`src/rbs_pkg.sv`:
```
// Shared types and constants of the reconnect backoff supervisor.
// Used by the front decoder, the item queue and the back state machine.
package rbs_pkg;

   localparam int STATION_W = 16;
   localparam int TIME_W    = 32;
   localparam int DELAY_W   = 20;
   localparam int COUNT_W   = 32;
   localparam int CSR_IDX_W = 2;

   localparam logic [1:0] MODE_IDLE         = 2'd0;
   localparam logic [1:0] MODE_CONNECTING   = 2'd1;
   localparam logic [1:0] MODE_PLAYING      = 2'd2;
   localparam logic [1:0] MODE_RECONNECTING = 2'd3;

   localparam logic [1:0] CMD_TICK   = 2'd0;
   localparam logic [1:0] CMD_PLAY   = 2'd1;
   localparam logic [1:0] CMD_STOP   = 2'd2;
   localparam logic [1:0] CMD_RESULT = 2'd3;

   localparam logic [CSR_IDX_W-1:0] CSR_FIRST_RETRY = 2'd0;
   localparam logic [CSR_IDX_W-1:0] CSR_MAX_RETRY   = 2'd1;
   localparam logic [CSR_IDX_W-1:0] CSR_DROP_GRACE  = 2'd2;

   localparam logic [DELAY_W-1:0] FIRST_RETRY_RESET = 20'd1000;
   localparam logic [DELAY_W-1:0] MAX_RETRY_RESET   = 20'd30000;
   localparam logic [DELAY_W-1:0] DROP_GRACE_RESET  = 20'd2000;

   localparam int QUEUE_DEPTH = 2;
   localparam int QPTR_W      = 1;
   localparam int QCOUNT_W    = 2;

   typedef struct packed {
      logic                 is_tick;
      logic                 is_play;
      logic                 is_stop;
      logic                 is_result;
      logic [TIME_W-1:0]    now_ms;
      logic [STATION_W-1:0] station;
      logic                 connect_ok;
      logic                 stream_running;
   } work_item_type;

endpackage

```
`src/reconnect_backoff_supervisor.sv`:
```
// Top level of the reconnect backoff supervisor.
// Depends on rbs_pkg, rbs_front, rbs_queue and rbs_back.

// The supervisor takes one command item per cycle while the input is not stalled
// (tick, play, stop or connect result, each with a millisecond timestamp) and
// returns exactly one result item per command, in order, holding the link state
// after the command, the connect and teardown requests, the desired station and
// the three wrapping counters. An item passes the decoder, waits in a two-entry
// queue and is carried out by the state machine, which registers the result; the
// sustained rate is one item per cycle while the result is not stalled. While a
// result is stalled the queue holds up to two further items before the input
// stalls. Registers are written through the csr port, which is always ready, and
// should only be changed while no item is in flight.
module reconnect_backoff_supervisor
   import rbs_pkg::*;
(
   input  logic                   clock,
   input  logic                   reset,
   input  logic                   req_valid,
   output logic                   req_stall,
   input  logic [1:0]             req_command,
   input  logic [TIME_W-1:0]      req_now_ms,
   input  logic [STATION_W-1:0]   req_station,
   input  logic                   req_connect_ok,
   input  logic                   req_stream_running,
   output logic                   rsp_valid,
   input  logic                   rsp_stall,
   output logic [1:0]             rsp_link_state,
   output logic                   rsp_connect_request,
   output logic [STATION_W-1:0]   rsp_connect_station,
   output logic                   rsp_stop_stream,
   output logic [COUNT_W-1:0]     rsp_attempt_count,
   output logic [COUNT_W-1:0]     rsp_failure_count,
   output logic [COUNT_W-1:0]     rsp_drop_count,
   input  logic                   csr_valid,
   output logic                   csr_ready,
   input  logic [CSR_IDX_W-1:0]   csr_index,
   input  logic [DELAY_W-1:0]     csr_data
);

   logic          queue_full;
   logic          push_valid;
   work_item_type push_item;
   logic          pop_valid;
   work_item_type pop_item;
   logic          pop_take;

   assign csr_ready = 1'b1;

   rbs_front u_front (
      .req_valid          (req_valid),
      .req_command        (req_command),
      .req_now_ms         (req_now_ms),
      .req_station        (req_station),
      .req_connect_ok     (req_connect_ok),
      .req_stream_running (req_stream_running),
      .queue_full         (queue_full),
      .req_stall          (req_stall),
      .push_valid         (push_valid),
      .push_item          (push_item)
   );

   rbs_queue u_queue (
      .clock      (clock),
      .reset      (reset),
      .push_valid (push_valid),
      .push_item  (push_item),
      .full       (queue_full),
      .pop_valid  (pop_valid),
      .pop_item   (pop_item),
      .pop_take   (pop_take)
   );

   rbs_back u_back (
      .clock               (clock),
      .reset               (reset),
      .pop_valid           (pop_valid),
      .pop_item            (pop_item),
      .pop_take            (pop_take),
      .csr_valid           (csr_valid && csr_ready),
      .csr_index           (csr_index),
      .csr_data            (csr_data),
      .rsp_valid           (rsp_valid),
      .rsp_stall           (rsp_stall),
      .rsp_link_state      (rsp_link_state),
      .rsp_connect_request (rsp_connect_request),
      .rsp_connect_station (rsp_connect_station),
      .rsp_stop_stream     (rsp_stop_stream),
      .rsp_attempt_count   (rsp_attempt_count),
      .rsp_failure_count   (rsp_failure_count),
      .rsp_drop_count      (rsp_drop_count)
   );

endmodule

```
`src/rbs_front.sv`:
```
// Front end: accepts request items and classifies the command into one-hot flags.
// Depends on rbs_pkg; feeds rbs_queue.
module rbs_front
   import rbs_pkg::*;
(
   input  logic                 req_valid,
   input  logic [1:0]           req_command,
   input  logic [TIME_W-1:0]    req_now_ms,
   input  logic [STATION_W-1:0] req_station,
   input  logic                 req_connect_ok,
   input  logic                 req_stream_running,
   input  logic                 queue_full,
   output logic                 req_stall,
   output logic                 push_valid,
   output work_item_type        push_item
);

   always_comb begin
      push_item                = '0;
      push_item.now_ms         = req_now_ms;
      push_item.station        = req_station;
      push_item.connect_ok     = req_connect_ok;
      push_item.stream_running = req_stream_running;
      case (req_command)
         CMD_TICK:   push_item.is_tick   = 1'b1;
         CMD_PLAY:   push_item.is_play   = 1'b1;
         CMD_STOP:   push_item.is_stop   = 1'b1;
         CMD_RESULT: push_item.is_result = 1'b1;
         default:    push_item.is_tick   = 1'b1;
      endcase
   end

   assign req_stall  = queue_full;
   assign push_valid = req_valid && !queue_full;

endmodule

```
`src/rbs_queue.sv`:
```
// Short queue of classified items between the front end and the back end.
// Depends on rbs_pkg.
module rbs_queue
   import rbs_pkg::*;
(
   input  logic          clock,
   input  logic          reset,
   input  logic          push_valid,
   input  work_item_type push_item,
   output logic          full,
   output logic          pop_valid,
   output work_item_type pop_item,
   input  logic          pop_take
);

   work_item_type           entry_ff [QUEUE_DEPTH];
   logic [QPTR_W-1:0]       wr_ptr_ff, wr_ptr_in;
   logic [QPTR_W-1:0]       rd_ptr_ff, rd_ptr_in;
   logic [QCOUNT_W-1:0]     count_ff, count_in;
   logic                    do_push, do_pop;

   assign full      = (count_ff == QCOUNT_W'(QUEUE_DEPTH));
   assign pop_valid = (count_ff != '0);
   assign pop_item  = entry_ff[rd_ptr_ff];
   assign do_push   = push_valid && !full;
   assign do_pop    = pop_take && pop_valid;

   always_comb begin
      wr_ptr_in = do_push ? wr_ptr_ff + 1'b1 : wr_ptr_ff;
      rd_ptr_in = do_pop ? rd_ptr_ff + 1'b1 : rd_ptr_ff;
      count_in  = count_ff;
      if (do_push && !do_pop) begin
         count_in = count_ff + 1'b1;
      end else if (do_pop && !do_push) begin
         count_in = count_ff - 1'b1;
      end
   end

   always_ff @(posedge clock) begin
      if (do_push) begin
         entry_ff[wr_ptr_ff] <= push_item;
      end
   end

   always_ff @(posedge clock) begin
      if (reset) begin
         wr_ptr_ff <= '0;
         rd_ptr_ff <= '0;
         count_ff  <= '0;
      end else begin
         wr_ptr_ff <= wr_ptr_in;
         rd_ptr_ff <= rd_ptr_in;
         count_ff  <= count_in;
      end
   end

endmodule

```
`src/rbs_back.sv`:
```
// Back end: link state machine with exponential backoff, counters and result register.
// Depends on rbs_pkg; takes items from rbs_queue.
module rbs_back
   import rbs_pkg::*;
(
   input  logic                   clock,
   input  logic                   reset,
   input  logic                   pop_valid,
   input  work_item_type          pop_item,
   output logic                   pop_take,
   input  logic                   csr_valid,
   input  logic [CSR_IDX_W-1:0]   csr_index,
   input  logic [DELAY_W-1:0]     csr_data,
   output logic                   rsp_valid,
   input  logic                   rsp_stall,
   output logic [1:0]             rsp_link_state,
   output logic                   rsp_connect_request,
   output logic [STATION_W-1:0]   rsp_connect_station,
   output logic                   rsp_stop_stream,
   output logic [COUNT_W-1:0]     rsp_attempt_count,
   output logic [COUNT_W-1:0]     rsp_failure_count,
   output logic [COUNT_W-1:0]     rsp_drop_count
);

   logic [DELAY_W-1:0]   first_retry_ff, max_retry_ff, drop_grace_ff;
   logic [1:0]           mode_ff, mode_in;
   logic [STATION_W-1:0] station_ff, station_in;
   logic [TIME_W-1:0]    retry_time_ff, retry_time_in;
   logic [DELAY_W-1:0]   next_delay_ff, next_delay_in;
   logic [TIME_W-1:0]    playing_since_ff, playing_since_in;
   logic [COUNT_W-1:0]   attempts_ff, attempts_in;
   logic [COUNT_W-1:0]   failures_ff, failures_in;
   logic [COUNT_W-1:0]   drops_ff, drops_in;
   logic                 req_ff, req_in;
   logic                 stop_ff, stop_in;
   logic                 valid_ff, valid_in;

   logic                 take;
   logic [TIME_W-1:0]    since_play;
   logic [TIME_W-1:0]    since_retry;
   logic [DELAY_W:0]     doubled;
   logic [DELAY_W-1:0]   backoff;
   logic                 drop_seen;
   logic                 retry_due;
   logic                 do_retry;
   logic                 do_connect;

   assign take     = pop_valid && (!valid_ff || !rsp_stall);
   assign pop_take = take;

   assign since_play  = pop_item.now_ms - playing_since_ff;
   assign since_retry = pop_item.now_ms - retry_time_ff;
   assign doubled     = {next_delay_ff, 1'b0};
   assign backoff     = (doubled > {1'b0, max_retry_ff}) ? max_retry_ff
                                                         : doubled[DELAY_W-1:0];
   assign drop_seen   = pop_item.is_tick && (mode_ff == MODE_PLAYING)
                        && !pop_item.stream_running
                        && (since_play >= {{(TIME_W-DELAY_W){1'b0}}, drop_grace_ff});
   assign retry_due   = pop_item.is_tick && (mode_ff == MODE_RECONNECTING)
                        && !since_retry[TIME_W-1];
   assign do_retry    = drop_seen || (pop_item.is_result && (mode_ff == MODE_CONNECTING)
                                      && !pop_item.connect_ok);
   assign do_connect  = retry_due || pop_item.is_play;

   always_comb begin
      mode_in          = mode_ff;
      station_in       = station_ff;
      retry_time_in    = retry_time_ff;
      next_delay_in    = next_delay_ff;
      playing_since_in = playing_since_ff;
      attempts_in      = attempts_ff;
      failures_in      = failures_ff;
      drops_in         = drops_ff;
      req_in           = req_ff;
      stop_in          = stop_ff;
      valid_in         = valid_ff && rsp_stall;
      if (take) begin
         valid_in = 1'b1;
         req_in   = do_connect;
         stop_in  = do_connect || pop_item.is_stop;
         if (do_connect) begin
            mode_in     = MODE_CONNECTING;
            attempts_in = attempts_ff + 1'b1;
         end
         if (pop_item.is_play) begin
            station_in    = pop_item.station;
            next_delay_in = first_retry_ff;
         end
         if (pop_item.is_stop) begin
            station_in = '0;
            mode_in    = MODE_IDLE;
         end
         if (drop_seen) begin
            drops_in = drops_ff + 1'b1;
         end
         if (pop_item.is_result && (mode_ff == MODE_CONNECTING)) begin
            if (pop_item.connect_ok) begin
               mode_in          = MODE_PLAYING;
               playing_since_in = pop_item.now_ms;
               next_delay_in    = first_retry_ff;
            end else begin
               failures_in = failures_ff + 1'b1;
            end
         end
         if (do_retry) begin
            mode_in       = MODE_RECONNECTING;
            retry_time_in = pop_item.now_ms + {{(TIME_W-DELAY_W){1'b0}}, next_delay_ff};
            next_delay_in = backoff;
         end
      end
   end

   always_ff @(posedge clock) begin
      if (reset) begin
         first_retry_ff <= FIRST_RETRY_RESET;
         max_retry_ff   <= MAX_RETRY_RESET;
         drop_grace_ff  <= DROP_GRACE_RESET;
      end else if (csr_valid) begin
         case (csr_index)
            CSR_FIRST_RETRY: first_retry_ff <= csr_data;
            CSR_MAX_RETRY:   max_retry_ff   <= csr_data;
            CSR_DROP_GRACE:  drop_grace_ff  <= csr_data;
            default: ;
         endcase
      end
   end

   always_ff @(posedge clock) begin
      if (reset) begin
         mode_ff          <= MODE_IDLE;
         station_ff       <= '0;
         retry_time_ff    <= '0;
         next_delay_ff    <= FIRST_RETRY_RESET;
         playing_since_ff <= '0;
         attempts_ff      <= '0;
         failures_ff      <= '0;
         drops_ff         <= '0;
         req_ff           <= 1'b0;
         stop_ff          <= 1'b0;
         valid_ff         <= 1'b0;
      end else begin
         mode_ff          <= mode_in;
         station_ff       <= station_in;
         retry_time_ff    <= retry_time_in;
         next_delay_ff    <= next_delay_in;
         playing_since_ff <= playing_since_in;
         attempts_ff      <= attempts_in;
         failures_ff      <= failures_in;
         drops_ff         <= drops_in;
         req_ff           <= req_in;
         stop_ff          <= stop_in;
         valid_ff         <= valid_in;
      end
   end

   assign rsp_valid           = valid_ff;
   assign rsp_link_state      = mode_ff;
   assign rsp_connect_request = req_ff;
   assign rsp_connect_station = station_ff;
   assign rsp_stop_stream     = stop_ff;
   assign rsp_attempt_count   = attempts_ff;
   assign rsp_failure_count   = failures_ff;
   assign rsp_drop_count      = drops_ff;

endmodule
```
`config.mk`:
```
export PLATFORM = sky130hd
export DESIGN_NAME = reconnect_backoff_supervisor
export DESIGN_NICKNAME = d
export VERILOG_FILES = /design/src/rbs_pkg.sv /design/src/reconnect_backoff_supervisor.sv /design/src/rbs_front.sv /design/src/rbs_queue.sv /design/src/rbs_back.sv
export SDC_FILE = /design/constraint.sdc
export NUM_CORES = 1
export LEC_CHECK = 0
export BUFFER_PORTS_ARGS = -buffer_cell sky130_fd_sc_hd__clkbuf_2
export CORE_MARGIN = 3
export CORE_UTILIZATION = 50
export CTS_BUF_LIST = sky130_fd_sc_hd__clkbuf_16
export DETAILED_ROUTE_END_ITERATION = 8
export MAX_ROUTING_LAYER = met4
export PLACE_DENSITY = 0.67
export SYNTH_ARGS = -nofsm -noshare
export SYNTH_HDL_FRONTEND = slang
export SYNTH_HIERARCHICAL = 1
export SYNTH_SLANG_ARGS = --single-unit
```
`constraint.sdc`:
```
create_clock -name clock -period 6.2 [get_ports clock]
set_input_delay 0.93 -clock clock [delete_from_list [all_inputs] [get_ports clock]]
set_output_delay 0.93 -clock clock [all_outputs]
set_load 0.02 [all_outputs]
```
## Yosys cells after proc, flatten, opt, wreduce, memory -nomap -nowiden

Memories as Yosys holds them, arrays and structs flattened. A register that Yosys moved wholly into a read port is not among the register bits.
Cells that the tools add are included.

- Register bits: 265
- Bits in writable memories: 108
- Output and inout bits: 119
- Logic and storage cells: 103
- Memories kept: 1

Memories:

| name | depth | width | rd ports | clocked after memory_dff | wr ports | line | RTL |
|---|---|---|---|---|---|---|---|
| u_queue.entry_ff | 2 | 54 | 1 | 1 | 1 | rbs_queue.sv:16 | `work_item_type entry_ff [QUEUE_DEPTH];` |

- $add $sub $neg: 10
- Magnitude comparators: 2
- Equality and inequality tests: 9
- Multiplexer cells: 23
- Bitwise logic cells: 1
- Reductions and logical operators: 40

Operators by type and width:

| operator | count |
|---|---|
| 20-bit two-way mux | 5 |
| 32-bit by 1-bit adder with 32-bit output, second input constant | 3 |
| 32-bit subtractor | 2 |
| 32-bit by 20-bit adder with 32-bit output | 1 |
| 32-bit by 20-bit greater-or-equal comparator with 1-bit output | 1 |
| 16-bit two-way mux | 2 |
| 21-bit by 20-bit greater-than comparator with 1-bit output | 1 |
| 1-bit logical AND | 14 |
| 2-bit two-way mux | 7 |
| 2-bit AND reduction | 7 |
| 2-bit == test, second input constant | 6 |
| 1-bit two-way mux | 9 |
| 1-bit logical NOT | 8 |
| 2-bit by 1-bit == test with 1-bit output, second input constant | 3 |
| 3-bit AND reduction | 2 |
| 2-bit nonzero test | 3 |
| 2-bit logical NOT | 2 |
| 1-bit logical OR | 4 |
| 1-bit adder, second input constant | 2 |
| 2-bit by 1-bit adder with 2-bit output, second input constant | 1 |
| 2-bit by 1-bit subtractor with 2-bit output, second input constant | 1 |
| 1-bit inverter | 1 |

## Logic depth before layout (Yosys ltp)

- Depth in word-level cells: 9
- Mapped depth: 29
- Mapped depth without buffers: 25

## Hierarchy

Netlist, hierarchy kept.

Modules (own cells, without submodules):

| module | times used | cells each | area each (µm²) |
|---|---|---|---|
| rbs_back | 1 | 1979 | 15605.0 |
| rbs_queue | 1 | 193 | 4101.4 |
| rbs_front | 1 | 56 | 415.4 |
| reconnect_backoff_supervisor | 1 | 2 | 11.3 |

## Worst setup path after synthesis

No wires, ideal clock.

- Kind: reg2reg
- Start: reg (tool-made name)
- End: reg u_back.next_delay_ff[11]
- Library setup time: 0.116 ns
- Arrival time: 5.426 ns
- Path slack: 0.658 ns
- Cell stages (with the launch flop): 30
- Buffers on the path: 4
- Cell sequence: dfxtp_1 buf_2 buf_2 mux2_2 inv_1 ha_1 inv_1 fa_1 a21o_1 a21oi_1 o21bai_1 a21oi_1 o21bai_1 a21oi_1 o21ai_0 xor2_1 ha_1 and4_1 or4b_1 or3_1 a31oi_1 nor2_1 nand4_1 a2111oi_2 and3_1 buf_4 a21boi_2 buf_2 o221ai_1 o211a_1

RTL lines:

| item | line | RTL |
|---|---|---|
| end signal, assigned | rbs_back.sv:145 | `next_delay_ff <= next_delay_in;` |
| end, declared | rbs_back.sv:29 | `logic [DELAY_W-1:0] next_delay_ff, next_delay_in;` |

==> metrics.yaml <==
yosys.cell_types.count: 89
fin_skew_ns: 0.0282
setup_viol: 0
mostFrequentLayoutCell: "nand2_1"
startpoint_type: "register"
synth_compound_area_frac: 0.156
p_leak_nw: 8.74
ios: 198
cp.arrival_ns: 6.50
fp.coreArea_um2: 39200
synth_mux_area_frac: 0.0353
cts_hold_buf: 0
cp-end-kind: "register"
cts_sinks: 374
worst-path-max-fanout: 13
worstMarginPinSlew_ns: 1.18
cts_max_path_buffers: 3
drtAntennaViolNets: 0
worst_path_largest_cell_delay_ns: 0.41
place_ws_ns: -0.213
synth_nets: 2435
via_per_inst: 5.72
hpwl_mm: 41.1
synth_area_um2: 20100
first_global_vias: 16100
fin_crit_ns: 6.02
drive_gt1_frac: 0.179
synth_ff_type: "dfxtp_1"
design_area_um2: 22900
yosys_register_bits: 374
routed-via-count: 16700
seqCellArea_um2: 8570
fin_cells: 2927
cap_violations: 0
synth_seq_area_share: 0.426
h-tree-depth: 2
ir_drop_mv: 0.267
required_ns: 6.68
fill_cells: 3483
rsz0062_at_grt: "no"
avgRoutedWirePerCell_um: 19.4
hp-class: "register to register"
fp-row-count: 72
clock_latency_ns: 0.57
io_buffer_count: 196
grt_max_degree: 112
finalWorstSetupSlack_ns: 0.177
cpMostUsedCell: "buf_4"
syn_area_per_cell_um2: 9.03
final_nets: 2579
numCtsBuffers: 42
yosys.area_share.adder: 0.0791
outcome: "completed"
ys_warn_count: 6
synth-xor-area-share: 0.0552
period_share: 0.971
power.density_nw_per_um2: 405
yosys.area_share.simple: 0.180
antenna_found_initial: 1
grt_overflow: 0
whs_ns: 0.456
crit_buf_inv: 4
synth_edf_count: 108
synthCells: 2230
crit_slowest_cell: "a311oi_2"
dieArea_um2: 42700
cts_root_buf: "clkbuf_16"
synth_top_family_by_area: "simple AND/OR/NAND/NOR gates"
path_clk_slew_ns: 0.06
area.growth.synth_to_final_pct: 13.9
start_util: 0.514
final-hold-violation-count: 0
drcViolationCount: 0
dp.cells: 2837
dr.first_iter.drc_count: 1431
die_y_um: 207
die_w_um: 207
layout_common_cells: "nand2_1 (272), dfxtp_1 (265), clkbuf_2 (195), a21oi_1 (192), nor2_1 (162)"
grt_usage: 0.266
place_area_um2: 21400
grt_pass1_wl_mm: 87.3
relSlewSlack: 0.209
firstDrtPassIters: 5
synth_async_sr_flop_share: 0
slew_violations: 0
max_freq_ghz: 0.166
gp_congestion: 0.928
finalWirelength_mm: 56.7
worstSetupPathType: "register to register"
crit_family: "compound AO/OA/AOI/OAI gates"
cts_tree: "yes"
multi_input_area_um2: 10300
-- area by class of cell --
| class | instances | area share |
|---|---|---|
| Multi-Input combinational cell | 1560 | 0.448 |
| Sequential cell | 374 | 0.374 |
| Timing Repair Buffer | 259 | 0.0680 |
| Clock buffer | 42 | 0.0458 |
| Tap cell | 518 | 0.0283 |
| Inverter | 137 | 0.0224 |
| Clock inverter | 35 | 0.0135 |
| Antenna cell | 2 | 0.000218 |
-- kinds of logic after synthesis --
logic type / count (synthesis)
AO/OA/AOI/OAI: 487
AND/OR/NAND/NOR: 755
adder cells (fa/ha/maj): 126
XOR/XNOR: 127
buffers and inverters: 296
other: 1
flip-flops: 374
multiplexers: 64
-- path summary, 6_finish.rpt --
kind,cells after the start,to,startpoint,slack [ns]
setup reg to reg,25,u_back/retry_time_ff[23],register,0.18
hold / removal,2,u_back/playing_since_ff[28],u_back/playing_since_ff[28],0.46
hold reg to reg,2,u_back/playing_since_ff[28],u_back/playing_since_ff[28],0.46
setup / recovery,25,u_back/retry_time_ff[23],register,0.18
-- power by group --
part	internal, mW	switching (mW)
Sequential	2.78	0.148
Clock	1.45	1.01
Combinational	1.55	2.37
Total	5.77	3.53
-- state kept, by name (all words and copies together), names as in the netlist, named ones only --
register and flops:
u_back/rsp_attempt_count 32, u_back/next_delay_ff 20, u_back/first_retry_ff 20, u_back/rsp_stop_stream 1, u_queue/count_ff 2, u_back/rsp_link_state 2, u_back/rsp_valid 1, u_queue/wr_ptr_ff 1
u_back/max_retry_ff 20, u_back/drop_grace_ff 20, u_back/retry_time_ff 32, u_back/rsp_failure_count 32, u_back/rsp_connect_station 16, u_queue/rd_ptr_ff 1, u_queue/entry_ff 108, u_back/rsp_connect_request 1
u_back/rsp_drop_count 32, u_back/playing_since_ff 32
-- through the flow --
stage / power (mW) / util / setup TNS [ns]
final: 9.30 / 0.585 / 0
after global routing: 9.87 / 0.585 / 0
after CTS: 9.24 / 0.580 / 0
after detailed placement: 6.74 / 0.545 / -2.97
after global placement: 6.67 / 0.545 / -0.223
after floorplan: 5.63 / - / 0
-- worst reg2reg max path: cells and delay by family (launching register included) --
kind                     cells  cell delay (ns)
multiplexers                 1             0.40
flip-flops                   1             0.38
adder cells (fa/ha/maj)      2             0.64
AND/OR/NAND/NOR              4             0.52
AO/OA/AOI/OAI               13             3.13
XOR/XNOR                     1             0.21
buffers and inverters        4             0.66
-- synth_stat cells (19+ instances only) --
cell type,n,share of area
nand4_1,33,0.010
mux2_2,56,0.031
clkbuf_1,79,0.015
nor3_1,54,0.013
inv_1,137,0.026
and3_1,22,0.0068
nor2_1,164,0.031
xor2_1,43,0.019
edfxtp_1,108,0.16
buf_2,19,0.0047
o21ai_0,73,0.018
nand3_1,70,0.017
ha_1,124,0.077
or3_1,21,0.0065
and2_1,20,0.0062
a21oi_1,196,0.049
xnor2_1,84,0.037
nand2_1,272,0.051
dfxtp_1,266,0.26
a21o_1,29,0.011
buf_4,53,0.020
o211ai_1,27,0.010
-- timing repair --
| action | 4_1_cts | 5_1_grt |
|---|---|---|
| gates cloned | 0 | 3 |
| buffers inserted | 2 | 6 |
| pin swaps | 1 | 11 |
| gates resized for setup | 1 | 19 |
| endpoints found under the setup margin | 56 | 86 |
-- per-layer routing --
| layer | vias to the layer above | part of all wire | global-route usage |
|---|---|---|---|
| li1 | 8126 | - | - |
| met1 | 7977 | 0.43 | 0.339 |
| met2 | 509 | 0.47 | 0.423 |
| met3 | 119 | 0.068 | 0.0511 |
| met4 | 0 | 0.037 | 0.0994 |
| met5 | - | 0 | - |
(Power assumes the default switching activity.)
